### config.mk
export PLATFORM = sky130hd
export DESIGN_NAME = e2rm_cordic
export DESIGN_NICKNAME = d
export VERILOG_FILES = /design/src/sv/e2rm_pkg.sv /design/src/sv/e2rm_cordic.sv
export SDC_FILE = /design/constraint.sdc
export NUM_CORES = 2
export LEC_CHECK = 0
export BUFFER_PORTS_ARGS = -buffer_cell sky130_fd_sc_hd__buf_2
export CAP_MARGIN = 5
export CORE_UTILIZATION = 41
export CTS_BUF_LIST = sky130_fd_sc_hd__clkbuf_16
export CTS_CLUSTER_SIZE = 14
export DETAILED_ROUTE_END_ITERATION = 10
export PLACE_DENSITY = 0.62
export SLEW_MARGIN = 15
export SYNTH_ARGS = -nofsm -noshare
export SYNTH_HDL_FRONTEND = slang
export SYNTH_SLANG_ARGS = --single-unit
### constraint.sdc
create_clock -name clk_i -period 8.8 [get_ports clk_i]
set_clock_uncertainty 0.05 [all_clocks]
set_input_delay 1.76 -clock clk_i [delete_from_list [all_inputs] [get_ports clk_i]]
set_output_delay 1.76 -clock clk_i [all_outputs]
set_load 0.02 [all_outputs]
### src/sv/e2rm_pkg.sv
// package for the euler angle to rotation matrix block
// holds payload structs, fixed point constants and the cordic arctangent table
`timescale 1ns / 1ps
package e2rm_pkg;

  localparam int AngleWidth   = 16;
  localparam int ElementWidth = 16;
  localparam int CordicStages = 14;
  localparam int Frac         = 30;
  // q.30 values up to about 2*pi and cordic growth fit in 34 bits
  localparam int QW           = 34;

  localparam logic signed [QW-1:0] QPi      = 34'sd3373259426;
  localparam logic signed [QW-1:0] QHalfPi  = 34'sd1686629713;
  localparam logic signed [QW-1:0] QTwoPi   = 34'sd6746518852;
  localparam logic signed [QW-1:0] CordicK  = 34'sd652032874;

  typedef struct packed {
    logic signed [AngleWidth-1:0] roll_angle;
    logic signed [AngleWidth-1:0] pitch_angle;
    logic signed [AngleWidth-1:0] yaw_angle;
  } angles_t;

  typedef struct packed {
    logic signed [ElementWidth-1:0] r00;
    logic signed [ElementWidth-1:0] r01;
    logic signed [ElementWidth-1:0] r02;
    logic signed [ElementWidth-1:0] r10;
    logic signed [ElementWidth-1:0] r11;
    logic signed [ElementWidth-1:0] r12;
    logic signed [ElementWidth-1:0] r20;
    logic signed [ElementWidth-1:0] r21;
    logic signed [ElementWidth-1:0] r22;
  } matrix_t;

  // sine and cosine in q.30
  typedef struct packed {
    logic signed [QW-1:0] s;
    logic signed [QW-1:0] c;
  } sincos_t;

  function automatic logic signed [QW-1:0] atan_q30(input int i);
    logic signed [QW-1:0] r;
    begin
      unique case (i)
        0:  r = 34'sd843314857;
        1:  r = 34'sd497837829;
        2:  r = 34'sd263043837;
        3:  r = 34'sd133525159;
        4:  r = 34'sd67021687;
        5:  r = 34'sd33543516;
        6:  r = 34'sd16775851;
        7:  r = 34'sd8388437;
        8:  r = 34'sd4194283;
        9:  r = 34'sd2097149;
        default: r = QW'(64'sd1 <<< (Frac - i));
      endcase
      return r;
    end
  endfunction

  // q.30 product rounded half up
  function automatic logic signed [QW-1:0] qmul(input logic signed [QW-1:0] a,
                                                input logic signed [QW-1:0] b);
    logic signed [2*QW-1:0] p;
    begin
      p = (2*QW)'(a) * (2*QW)'(b) + (2*QW)'(64'sd1 <<< (Frac - 1));
      return QW'(p >>> Frac);
    end
  endfunction

  // round q.30 to element format and saturate to plus or minus one
  function automatic logic signed [ElementWidth-1:0] to_elem(
      input logic signed [QW-1:0] v);
    localparam int Sh = Frac - (ElementWidth - 2);
    logic signed [QW:0] r;
    logic signed [QW:0] one;
    begin
      one = (QW+1)'(64'sd1 <<< (ElementWidth - 2));
      r = ((QW+1)'(v) + (QW+1)'(64'sd1 <<< (Sh - 1))) >>> Sh;
      if (r > one) r = one;
      if (r < -one) r = -one;
      return ElementWidth'(r);
    end
  endfunction

endpackage

### src/sv/e2rm_cordic.sv
// pipelined cordic: one angle to its sine and cosine in q.30
// uses e2rm_pkg; stage 0 range reduction, then one register per rotation
`timescale 1ns / 1ps
module e2rm_cordic (
  input  logic                                  clk_i,
  input  logic                                  en_i,
  input  logic signed [e2rm_pkg::AngleWidth-1:0] angle_i,
  output e2rm_pkg::sincos_t                     sc_o
);
  localparam int N  = e2rm_pkg::CordicStages;
  localparam int QW = e2rm_pkg::QW;

  logic signed [QW-1:0] x_q [N+1];
  logic signed [QW-1:0] y_q [N+1];
  logic signed [QW-1:0] z_q [N+1];
  logic                 flip_q [N+1];

  logic signed [QW-1:0] a_d;
  logic signed [QW-1:0] z_d;
  logic                 flip_d;

  // scale into q.30 and fold into half pi range
  always_comb begin
    a_d = QW'(angle_i) <<< (e2rm_pkg::Frac - (e2rm_pkg::AngleWidth - 3));
    if (a_d > e2rm_pkg::QPi) a_d = a_d - e2rm_pkg::QTwoPi;
    else if (a_d < -e2rm_pkg::QPi) a_d = a_d + e2rm_pkg::QTwoPi;
    flip_d = 1'b0;
    z_d = a_d;
    if (a_d > e2rm_pkg::QHalfPi) begin
      z_d = a_d - e2rm_pkg::QPi;
      flip_d = 1'b1;
    end else if (a_d < -e2rm_pkg::QHalfPi) begin
      z_d = a_d + e2rm_pkg::QPi;
      flip_d = 1'b1;
    end
  end

  always_ff @(posedge clk_i) begin
    if (en_i) begin
      x_q[0] <= e2rm_pkg::CordicK;
      y_q[0] <= '0;
      z_q[0] <= z_d;
      flip_q[0] <= flip_d;
    end
  end

  // rotation stages
  for (genvar i = 0; i < N; i++) begin : g_rot
    always_ff @(posedge clk_i) begin
      if (en_i) begin
        if (z_q[i] >= 0) begin
          x_q[i+1] <= x_q[i] - (y_q[i] >>> i);
          y_q[i+1] <= y_q[i] + (x_q[i] >>> i);
          z_q[i+1] <= z_q[i] - e2rm_pkg::atan_q30(i);
        end else begin
          x_q[i+1] <= x_q[i] + (y_q[i] >>> i);
          y_q[i+1] <= y_q[i] - (x_q[i] >>> i);
          z_q[i+1] <= z_q[i] + e2rm_pkg::atan_q30(i);
        end
        flip_q[i+1] <= flip_q[i];
      end
    end
  end

  assign sc_o.s = flip_q[N] ? -y_q[N] : y_q[N];
  assign sc_o.c = flip_q[N] ? -x_q[N] : x_q[N];
endmodule

-- Word level (Yosys, flattened, before mapping)
Memory sizes are Yosys's and may differ from the RTL's.
Index checks and enable logic that the tools add are counted.
Widths: inputs -> output; s select.
- add/subtract/negate cells: 89
- mux-type cells: 136
- bitwise operators: 42
- order comparisons: 18
- operators by type and width (operator ; count):
    $mux 34 ; 48
    $ge 34x1->1 const B ; 14
    $mux 1 ; 88
    $add 34x21->34 ; 2
    $add 34x22->34 ; 2
    $add 34x22->34 const B ; 2
    $add 34x23->34 ; 2
    $add 34x24->34 ; 2
    $add 34x25->34 ; 2
    $add 34x26->34 ; 2
    $add 34x27->34 ; 2
    $add 34x28->34 ; 2
    $add 34x29->34 ; 2
    $add 34x30->34 ; 2
    $add 34x31->34 ; 2
    $add 34x32->34 ; 2
    $add 34x33->34 ; 2
    $neg 34->34 ; 2
    $sub 34x21->34 ; 2
    $sub 34x22->34 ; 2
    $sub 34x22->34 const B ; 2
    $sub 34x23->34 ; 2
    $sub 34x24->34 ; 2
    $sub 34x25->34 ; 2
    other kinds (43) ; 93
- flip-flop bits (word level): 0
- input bits: 18
- memories: 4
- word-level logic and storage cells: 289
- output and inout bits: 68
- memory bits (writable): 1545
- memories (memory ; depth ; bits a word ; read ports ; clocked after memory_dff ; write ports ; line ; text):
    x_q ; 15 ; 34 ; 15 ; 0 ; 15 ; e2rm_cordic.sv:13 ; logic signed [QW-1:0] x_q [N+1];
    y_q ; 15 ; 34 ; 15 ; 0 ; 15 ; e2rm_cordic.sv:14 ; logic signed [QW-1:0] y_q [N+1];
    z_q ; 15 ; 34 ; 14 ; 0 ; 15 ; e2rm_cordic.sv:15 ; logic signed [QW-1:0] z_q [N+1];
    flip_q ; 15 ; 1 ; 15 ; 0 ; 15 ; e2rm_cordic.sv:16 ; logic flip_q [N+1];

-- Depth between registers and ports, before layout
- word-level depth: 6
- mapped depth: 22
- gate-level depth less buffers: 22

-- Worst setup path before layout
No wires, ideal clock.
- path type: input-to-reg
- start point: in en_i
- end point: mem y_q[9][28], in the netlist y_q[4][62], data pin
- library setup time: 0.266 ns
- stages on the path: 18
- arrival time: 6.153 ns
- required time: 8.484 ns
- path buffers: 3
- setup slack: 2.332 ns
- cells stage by stage: clkbuf_1 nand2_1 inv_1 clkbuf_1 buf_1 mux2i_1 fa_1 a21o_1 a211oi_1 o21ai_1 a41oi_1 o31ai_1 o41a_1 a21oi_2 nor2b_1 o21a_1 o41ai_1 xnor2_1
- RTL lines (item ; line ; text):
    from (decl) ; e2rm_cordic.sv:6 ; input logic en_i,
    to (decl) ; e2rm_cordic.sv:14 ;

==> run summary <==
Endpoints failing setup = 0
Sink Count = 1247
Number of buffers and inverters on the critical path = 4
Final Max Slew Viols = 0
Post-DP HPWL = 222000 um
CP max stage cell = clkinv_1
Fin Setup TNS = 0 ns
Mapped cell area = 106000 sq um
Fmax = 0.152 GHz
CTS Hold Bufs = 0
Nets = 12328
Root buf cell = clkbuf_16
Mapped Cells = 10980
CP Cell Sequence = buf_12, nand2_1, buf_4, clkinv_1, buf_4, nor2_1, xor2_1, ha_1, nand2_1, o21ai_0, or4_1, o22ai_1, o31ai_1, o221ai_1, o31ai_1, o41ai_1, xnor2_1
Cell Rows = 186
Via count = 82789
CTS Buf Count = 153
Distinct cell type count after synthesis = 112
# H-tree levels = 4
Setup Fix Bufs, Post-CTS = 0
DRT iter0 DRCs = 5755
Largest stage delay, worst path = 0.87 ns
Top FF cell, synth = edfxtp_1
CP arrival = 7.08 ns
Crit path capture type = register
Share of post-route cells with drive strength above 1 = 0.0491
Number of synthesized flops with an enable pin = 1247
Post-synth ARST share = 0
Ys Warns = 0
MaxCap Viol Count = 0
Initial Utilization = 0.413
Crit-path max FO = 87
Std-Cell Core Area = 257000 sq um
Status = finished, final reports clean
Tot GR Track Use = 0.207
Min Tclk post-route = 6.58 ns
Worst-margin pin slew = 1.05 ns
Commonest cells after routing, fill and taps aside = edfxtp_1, ha_1, xnor2_1
Register clock-pin slew on the reported worst setup and hold paths = 0.05 ns
# DRC = 0
TritonRoute pass-1 iters = 6
I/O pins = 86
Cell family with most CP delay = buffers and inverters
Die width = 511 um
Startpoint types = primary input
Period utilisation layout = 0.747
Largest net degree at the start of global routing = 152
Mapped Nets = 12219
Initial antenna violation count = 4
Worst setup path class = primary input to register
Vias in the first global route = 80184
WL/cell = 19.0 um
Final hold vios = 0
Global-route wire length before repair = 440000 um
Via density = 5.67
Relative max-transition margin = 0.283
Later-pin clock latency in the skew report = 0.83 ns
CTS resizes = 0
PortBufs = 85
Area grow syn2layout = 9.16%
Critical path required time = 9.31 ns
Antenna-violating nets left = 0
Leading cell type in the layout, fill and taps excluded = edfxtp_1
Die height = 511 um
Number of synthesized register bits = 1247
RSZ-0062 raised after global routing = no
Hold Path Class = register to register
Detailed Route WL = 278000 um
Max clock buf depth = 3
Die ar. = 261000 sq um
Syn_area_per_cell = 9.66 sq um
Sequential element share of the synthesized area = 0.353
Total gr overflow = 0
Placer Congestion = 0.919
CTS tree = yes
## synth_stat cells (all sizes together), types with 94 or more instances
cell / n / area (sq um)
ha: 1185 / 14800
a211oi: 96 / 741
o21a: 209 / 1570
a21o: 515 / 3870
a31oi: 107 / 697
nor2b: 146 / 913
nand3: 167 / 836
a21oi: 1084 / 5450
edfxtp: 1247 / 37400
inv: 417 / 1570
clkbuf: 137 / 514
o31ai: 142 / 1080
nor2: 851 / 3190
nor3: 254 / 1290
o21bai: 123 / 923
nand2b: 187 / 1170
xor2: 571 / 5000
nand2: 626 / 2350
o21ai: 579 / 2920
and3: 94 / 588
xnor2: 1119 / 9820
## final cells by class
class	count	area [sq um]
fill	24134	141000
timing repair buffer	135	841
inverter	422	1580
multi-input combinational	9130	66400
tap	3384	4230
clock inverter	123	1530
clock buffer	153	3830
antenna	2	5.00
sequential	1247	37400
## cells by family after synthesis
logic type | after synthesis | synth area share
simple gates | 2816 | 0.130
fa+ha+maj | 1221 | 0.147
compound gates | 3316 | 0.201
buf+inv | 603 | 0.0217
mux | 87 | 0.00874
flops | 1247 | 0.353
xor+xnor | 1690 | 0.140
## routing by layer
layer | global-route usage | share of wire | wire length (um)
met1 | 0.266 | 0.45 | 124000
met2 | 0.365 | 0.48 | 135000
met3 | 0.0205 | 0.039 | 10800
met4 | 0.0637 | 0.028 | 7870
met5 | 0 | 0.000097 | 27
## stage by stage
| step | setup slack [ns] | cell area (sq um) | cells | utilization | hold slack [ns] |
|---|---|---|---|---|---|
| global route | 1.89 | 116000 | 14595 | 0.450 | 0.373 |
| floorplan | 2.33 | 106000 | 10980 | - | 0.350 |
| global placement | 1.46 | 110000 | 14318 | 0.430 | 0.353 |
| detailed placement | 1.48 | 110000 | 14318 | 0.430 | 0.355 |
| CTS | 2.34 | 116000 | 14594 | 0.450 | 0.368 |
| finish | 2.22 | 116000 | 14596 | 0.450 | 0.366 |
## final timing paths
kind | start | to | slack (ns) | cells after the start
max | en_i | x_q[0][168] | 2.22 | 17
min | flip_q[0][3] | flip_q[0][4] | 0.37 | 0
max reg2reg | y_q[2][39] | x_q[0][236] | 2.81 | 16
min reg2reg | flip_q[0][3] | flip_q[0][4] | 0.37 | 0
## worst register-to-register path, cell delays in order (launching register included)
cell and delay [ns]:
edfxtp_1 0.52, nor3_1 0.72, nand2_1 0.34, nor4_1 0.65
nor2b_1 0.37, nor2_1 0.09, xor2_1 0.24, ha_1 0.32
a21oi_1 0.39, o2111ai_1 0.25, a211oi_1 0.55, nor2_1 0.20
nand4_1 0.16, nand3_1 0.13, or4_1 0.43, a31oi_1 0.21
xnor2_1 0.10
## sequential cells by signal, summed over array words and instances (netlist names)
register and cells:
y_q 443, x_q 416, z_q 374, flip_q 14
Power is left out: the tool's default activity adds up to more than one toggle a clock period on the data nets, which glitch-free logic cannot reach.
